[config.mk]
export PLATFORM = sky130hd
export DESIGN_NAME = rmj_isqrt
export DESIGN_NICKNAME = d
export VERILOG_FILES = /design/src/sv/rmj_pkg.sv /design/src/sv/rmj_isqrt.sv
export SDC_FILE = /design/constraint.sdc
export NUM_CORES = 2
export LEC_CHECK = 0
export ABC_CLOCK_PERIOD_IN_PS = 3600
export BUFFER_PORTS_ARGS = -buffer_cell sky130_fd_sc_hd__buf_2
export CORE_ASPECT_RATIO = 0.5
export CORE_MARGIN = 2
export CORE_UTILIZATION = 35
export DETAILED_ROUTE_END_ITERATION = 10
export GPL_ROUTABILITY_DRIVEN = 1
export SLEW_MARGIN = 10
export SYNTH_ARGS = -nofsm -noshare
export SYNTH_HDL_FRONTEND = slang
export SYNTH_SLANG_ARGS = --single-unit
[constraint.sdc]
create_clock -name clk -period 3.6 [get_ports clk]
set_input_delay 0.72 -clock clk [delete_from_list [all_inputs] [get_ports clk]]
set_output_delay 0.72 -clock clk [all_outputs]
set_load 0.02 [all_outputs]
[src/sv/rmj_pkg.sv]
// Shared types and constants of the radar measurement Jacobian pipeline.
`timescale 1ns / 1ps
package rmj_pkg;

  localparam int DATA_W   = 32;
  localparam int FRAC_W   = 16;
  localparam int SQ_W     = 2 * DATA_W;
  localparam int ROOT_W   = DATA_W;
  localparam int QBITS    = DATA_W + 1;
  localparam int SQRT_LAT = ROOT_W;
  localparam int DIV_LAT  = QBITS + 2;
  localparam int PROD_W   = 3 * DATA_W;

  localparam logic [DATA_W-1:0] MIN_RANGE_SQ_RESET = 32'd7;
  localparam logic [DATA_W-1:0] SAT_POS = 32'h7FFF_FFFF;
  localparam logic [DATA_W-1:0] SAT_NEG = 32'h8000_0000;

  localparam int DEF_NUM_W = DATA_W + FRAC_W;
  localparam int DEF_DEN_W = DATA_W;

  typedef struct packed {
    logic signed [DATA_W-1:0] pos_x;
    logic signed [DATA_W-1:0] pos_y;
    logic signed [DATA_W-1:0] vel_x;
    logic signed [DATA_W-1:0] vel_y;
  } in_word_t;

  typedef struct packed {
    logic signed [DATA_W-1:0] range_by_px;
    logic signed [DATA_W-1:0] range_by_py;
    logic signed [DATA_W-1:0] bearing_by_px;
    logic signed [DATA_W-1:0] bearing_by_py;
    logic signed [DATA_W-1:0] rate_by_px;
    logic signed [DATA_W-1:0] rate_by_py;
    logic                     too_close;
  } out_word_t;

  // Per-item values carried alongside the square root
  typedef struct packed {
    logic              pneg;
    logic              qneg;
    logic              cneg;
    logic              too_close;
    logic [DATA_W-1:0] ap;
    logic [DATA_W-1:0] aq;
    logic [SQ_W-1:0]   cmag;
    logic [SQ_W-1:0]   s;
  } side_t;

endpackage

[src/sv/rmj_isqrt.sv]
// Pipelined integer square root, one root bit per stage.
`timescale 1ns / 1ps
module rmj_isqrt (
  input  logic                        clk,
  input  logic                        en,
  input  logic [rmj_pkg::SQ_W-1:0]    value,
  output logic [rmj_pkg::ROOT_W-1:0]  root
);
  import rmj_pkg::*;

  localparam int TW = SQ_W + 2;

  logic [SQ_W-1:0]   rem_q  [0:ROOT_W-1];
  logic [ROOT_W-1:0] root_q [0:ROOT_W-1];

  genvar k;
  generate
    for (k = 0; k < ROOT_W; k++) begin : g_stage
      localparam int BI = ROOT_W - 1 - k;
      logic [SQ_W-1:0]   rem_in;
      logic [ROOT_W-1:0] root_in;
      logic [TW-1:0]     trial;
      logic              take;

      if (k == 0) begin : g_first
        assign rem_in  = value;
        assign root_in = '0;
      end else begin : g_next
        assign rem_in  = rem_q[k-1];
        assign root_in = root_q[k-1];
      end

      // Try setting this root bit: (root + 2^i)^2 - root^2
      assign trial = (TW'(root_in) << (BI + 1)) + (TW'(1) << (2 * BI));
      assign take  = TW'(rem_in) >= trial;

      always_ff @(posedge clk) begin
        if (en) begin
          rem_q[k]  <= take ? SQ_W'(TW'(rem_in) - trial) : rem_in;
          root_q[k] <= take ? (root_in | (ROOT_W'(1) << BI)) : root_in;
        end
      end
    end
  endgenerate

  assign root = root_q[ROOT_W-1];

endmodule

======== Yosys cells after proc, flatten, opt, wreduce, memory -nomap -nowiden ========
Memory sizes are Yosys's and may differ from the RTL's.
Cells that the tools add are included.
cells by class
  div/mod/pow operators ................... 0
  $add $sub $neg .......................... 63
  shift-type cells ........................ 0
  order comparisons ....................... 32
  reductions and logical operators ........ 0
  $mul .................................... 0
  mux-type cells .......................... 66
  equality and inequality tests ........... 0
  bitwise gates (word level) .............. 0
operators with widths
  kind                    count
  $mux 64                 32
  $add 63x61->64 const B  1
  $ge 64x34->1            1
  $ge 64x35->1            1
  $ge 64x36->1            1
  $ge 64x37->1            1
  $ge 64x38->1            1
  $ge 64x39->1            1
  $ge 64x40->1            1
  $ge 64x41->1            1
  $ge 64x42->1            1
  $ge 64x43->1            1
  $ge 64x44->1            1
  $ge 64x45->1            1
  $ge 64x46->1            1
  $ge 64x47->1            1
  $ge 64x48->1            1
  $ge 64x49->1            1
  $ge 64x50->1            1
  $ge 64x51->1            1
  $ge 64x52->1            1
  $ge 64x53->1            1
  $ge 64x54->1            1
  $ge 64x55->1            1
  other kinds (104)       106
storage, ports and cells
  latch bits .............................. 0
  ROM bits ................................ 0
  memories kept ........................... 2
  input port bits ......................... 66
  output and inout port bits .............. 32
  register bits ........................... 0
  RAM bits ................................ 3072
memory list
  memory  words  width  read ports  clocked after Yosys merged registers in  wr ports  RTL line         text
  rem_q   32     64     31          0                                        32        rmj_isqrt.sv:13  logic [SQ_W-1:0] rem_q [0:ROOT_W-1];
  root_q  32     32     32          0                                        32        rmj_isqrt.sv:14  logic [ROOT_W-1:0] root_q [0:ROOT_W-1];

======== Depth between registers and ports, before layout ========
An unclocked memory read counts as a cell.
  word-level depth ........................ 4
  gate-level depth with buffers ........... 15
  mapped depth without buffers ............ 13

======== Worst setup path before layout ========
No wires, ideal clock.
  path kind ............................... flip-flop to flip-flop
  start ................................... memory rem_q[12][87] (netlist bit)
  end ..................................... memory rem_q[13][62] (netlist bit), data pin
  library setup time ...................... 262 ps
  period minus slack after synthesis ...... 3705 ps
  data required time ...................... 3338 ps
  arrival ................................. 3443 ps
  setup slack ............................. -105 ps
  stages on the path, launching flop included .. 12
  cells stage by stage .................... edfxtp_1 -> ha_1 -> inv_2 -> or4_1 -> or4_1 -> nor4b_1 -> or3_1 -> nor3_2 -> a2111o_1 -> or4_4 -> nor3b_2 -> xor2_1
RTL lines
  element          RTL line
  start, declared  rmj_isqrt.sv:13

==> out/metrics.csv <==
stage,metric,value,unit
synthesis,synth-seq-cells,2512,
synthesis,ys.flop_type,edfxtp_1,
place,gp_congestion,0.908,
synthesis,synth-xor-area-share,6.44,%
pwr,p_per_area,587,nW/µm²
cts,clkSinkCount,2512,
worst_setup_path,cp-start-kind,register,
cells_and_area,drive_gt1_share,14.3,%
cts,cts-root-buf,clkbuf_16,
floorplanning,dieWidth,831,µm
hold_path,holdPathEnd,rem_q[0][0]$_DFFE_PP_,
worst_setup_path,timing.rr.start,rem_q[12][87]$_DFFE_PP_,
synthesis,ys_types,90,
floorplanning,io_pins,98,
worst_setup_path,path_cells,ha_4 -> inv_4 -> or4_4 -> or4_4 -> nor4b_4 -> buf_4 -> or3_4 -> nor3_4 -> a2111o_1 -> or4_4 -> nor3b_2 -> xor2_1,
cts,clk_pin_slew,70,ps
synthesis,yosysTopAreaCell,edfxtp_1,
cts,clk_latency,890,ps
drt,dr.pass1.iters,5,
place,dp_hpwl,179,mm
worst_setup_path,reg2reg_slack,-160,ps
drt,drt_iter0_drc,4411,
synthesis,synth.avg_cell_area,12.6,µm²
worst_setup_path,crit_top_cell,or4_4,
global_route,grt_pass1_vias,75500,
cts,htree_levels,4,
global_route,overflow,0,
floorplanning,start_util,35.3,%
worst_setup_path,crit_path_top_delay_cell,or4_4,
pwr,ir_drop,0.387,mV
cts,cts_buffers,222,
sta,tns,-494,ps
global_route,grt_pass1_wl,387,mm
status,violations,setup timing,
synthesis,syn_inst,9492,
synthesis,synth_area_leaders,"edfxtp_1 (63%), ha_1 (5.8%), xnor2_1 (3.2%)",
sta,rsz0062_at_grt,yes,
global_route,antenna_found_initial,0,
synthesis,synth_nets,10100,
drt,drc,0,
sta,max_freq,266,MHz
sta,period_needed,3760,ps
worst_setup_path,rr_endpoint,rem_q[13][62]$_DFFE_PP_,
synthesis,async_flop_share,0,%
sta,slew_viol_final,0,
floorplanning,die_area,347000,µm²
drt,route.antenna.remaining_nets,0,
drt,vias,74200,
sta,hold_viol,0,
sta,skew,48.7,ps
floorplanning,core_area,340000,µm²
hold_path,holdCritPathClass,in -> reg,
drt,wl_per_cell,16.0,µm
cells_and_area,fin_nets,11100,
drt,drt-vias-per-instance,4.90,
synthesis,synth_compound_gate_area_share,9.14,%
cells_and_area,syn_to_final_growth,17.4,%
cts,clock_path_buffers,4,
cells_and_area,fin_util,41.4,%
synthesis,yosysWarnings,0,
sta,maxSlewHeadroom,30.3,%
synthesis,synthAdderAreaFrac,5.83,%
synthesis,synth_area,120000,µm²
synthesis,synth_edf_count,2512,
sta,setup_viol,15,
worst_setup_path,worstPathRequired,4200,ps
place,dp_worst_setup_slack,-493,ps
floorplanning,rows,151,
global_route,grt_max_degree,100,
sta,worst_pin_slew,1040,ps
worst_setup_path,worstRegToRegCells,12,
worst_setup_path,crit_arrival,4360,ps
worst_setup_path,cpPeakStageDelay,560,ps
worst_setup_path,crit_type,reg -> reg,
sta,timing.final.ws_setup,-164,ps
hold_path,worstHoldStart,value[0],
status,status,finished with violations,
cts,cts_tree,yes,
worst_setup_path,path_max_fanout,4,
place,portBuffers,97,
pwr,leakage,53.1,nW
worst_setup_path,endpoint_kind,register,
floorplanning,die_y,418,µm
synthesis,synth_top_family_by_area,simple AND/OR/NAND/NOR gates,
hold_path,whs_path_depth,1,
synthesis,yosysSeqAreaShare,63.0,%
synthesis,synthSimpleGateAreaFrac,12.1,%
drt,wirelength,242,mm
flow_run,drv_cap,0,
synthesis,synth.top_cell.area_share,63.0,%
cells_and_area,num_antenna_cells,0,
synthesis,synthMuxAreaShare,0.757,%
global_route,grt.total_usage,13.5,%
sta,period_share,105,%
-- how the worst max path moves through the flow --
| stage | startpoint | to | slack, ps | cells past startpoint |
|---|---|---|---|---|
| floorplan | rem_q[12][87]$_DFFE_PP_ | rem_q[13][62]$_DFFE_PP_ | -70 | 11 |
| global placement | rem_q[12][87]$_DFFE_PP_ | rem_q[13][62]$_DFFE_PP_ | -530 | 12 |
| detailed placement | rem_q[12][87]$_DFFE_PP_ | rem_q[13][62]$_DFFE_PP_ | -490 | 12 |
| CTS | rem_q[12][87]$_DFFE_PP_ | rem_q[13][62]$_DFFE_PP_ | -200 | 12 |
| global route | rem_q[12][87]$_DFFE_PP_ | rem_q[13][62]$_DFFE_PP_ | -250 | 12 |
| finish | rem_q[12][87]$_DFFE_PP_ | rem_q[13][62]$_DFFE_PP_ | -160 | 12 |
-- placed cells by master (no fill, tap or decap), types with 307 or more instances in the layout --
cell type and count:
edfxtp_1 2512, inv_1 692, buf_4 679, nand2_1 656, nor2_1 573, ha_1 543, a21oi_1 531, o21ai_0 468
xnor2_1 440, xor2_1 439, nor4_1 307
-- kinds of logic after synthesis --
group / after synthesis
simple gates: 2812
flops: 2512
compound gates: 1774
xor+xnor: 881
buf+inv: 873
fa+ha+maj: 558
mux: 82
-- flip-flops by register name, summed over array words and instances (netlist names) --
signal	count
rem_q	1984
root_q	528
-- metrics by stage --
stage	hold WS (ps)	area (µm²)	total power, W	instances
2_1_floorplan	417	120000	0.0523	9492
3_3_place_gp	427	131000	0.0586	14600
3_5_place_dp	428	131000	0.0590	14600
4_1_cts	0.843	139000	0.0827	15100
5_1_grt	2.71	141000	0.0871	15100
6_report	73.0	141000	0.0826	15100
-- cell type report --
class | instances | area, µm²
clock buffers | 272 | 5830
clock inverters | 125 | 1090
fillers | 31200 | 199000
inverters | 697 | 2620
multi-input cells | 6108 | 42500
flip-flops and latches | 2512 | 75400
well taps | 4513 | 5650
repair buffers | 901 | 7460
-- where the power goes --
group | switching [W] | total [W] | internal [W] | leakage (nW)
Clock | 0.0106 | 0.0234 | 0.0128 | 3.38
Combinational | 0.0106 | 0.0195 | 0.00890 | 25.5
Sequential | 0.00255 | 0.0397 | 0.0372 | 24.2
Total | 0.0237 | 0.0826 | 0.0589 | 53.1
-- synthesized netlist by cell type (all sizes together) (76+ instances only) --
| cell type | n |
|---|---|
| o21ai | 493 |
| o21a | 86 |
| nor2b | 76 |
| xor2 | 439 |
| or3 | 101 |
| nand2b | 119 |
| nor4 | 339 |
| a21oi | 558 |
| xnor2 | 442 |
| inv | 697 |
| or4 | 78 |
| a21o | 238 |
| edfxtp | 2512 |
| nand3 | 138 |
| ha | 558 |
| clkbuf | 147 |
| nor3 | 267 |
| nand2 | 661 |
| nand4 | 157 |
| nor2 | 597 |
-- repair_timing --
item,in CTS,in global routing
pin swaps,30,55
setup endpoints to repair,136,365
cloned,3,4
hold endpoints to repair,58,0
resized for setup,58,239
hold buffers,58,0
setup buffers,29,32
-- worst max-delay path: cells and delay by family (launching register included) --
kind                       cells  cell delay, ps
AOI/OAI and AO/OA              1             340
xor gates and xnor gates       1             100
adders and majority gates      1             310
buffers and inverters          2             210
DFF                            1             430
and+or+nand+nor                7            2090
-- metal layers --
metal	global-route usage (%)	share of wire (%)	up-vias
met5	0	0	-
met4	6.49	5.1	0
met3	2.00	3.3	628
met2	24.5	50	1327
met1	15.8	42	34800
li1	-	-	37400
(Power assumes the default switching activity.)
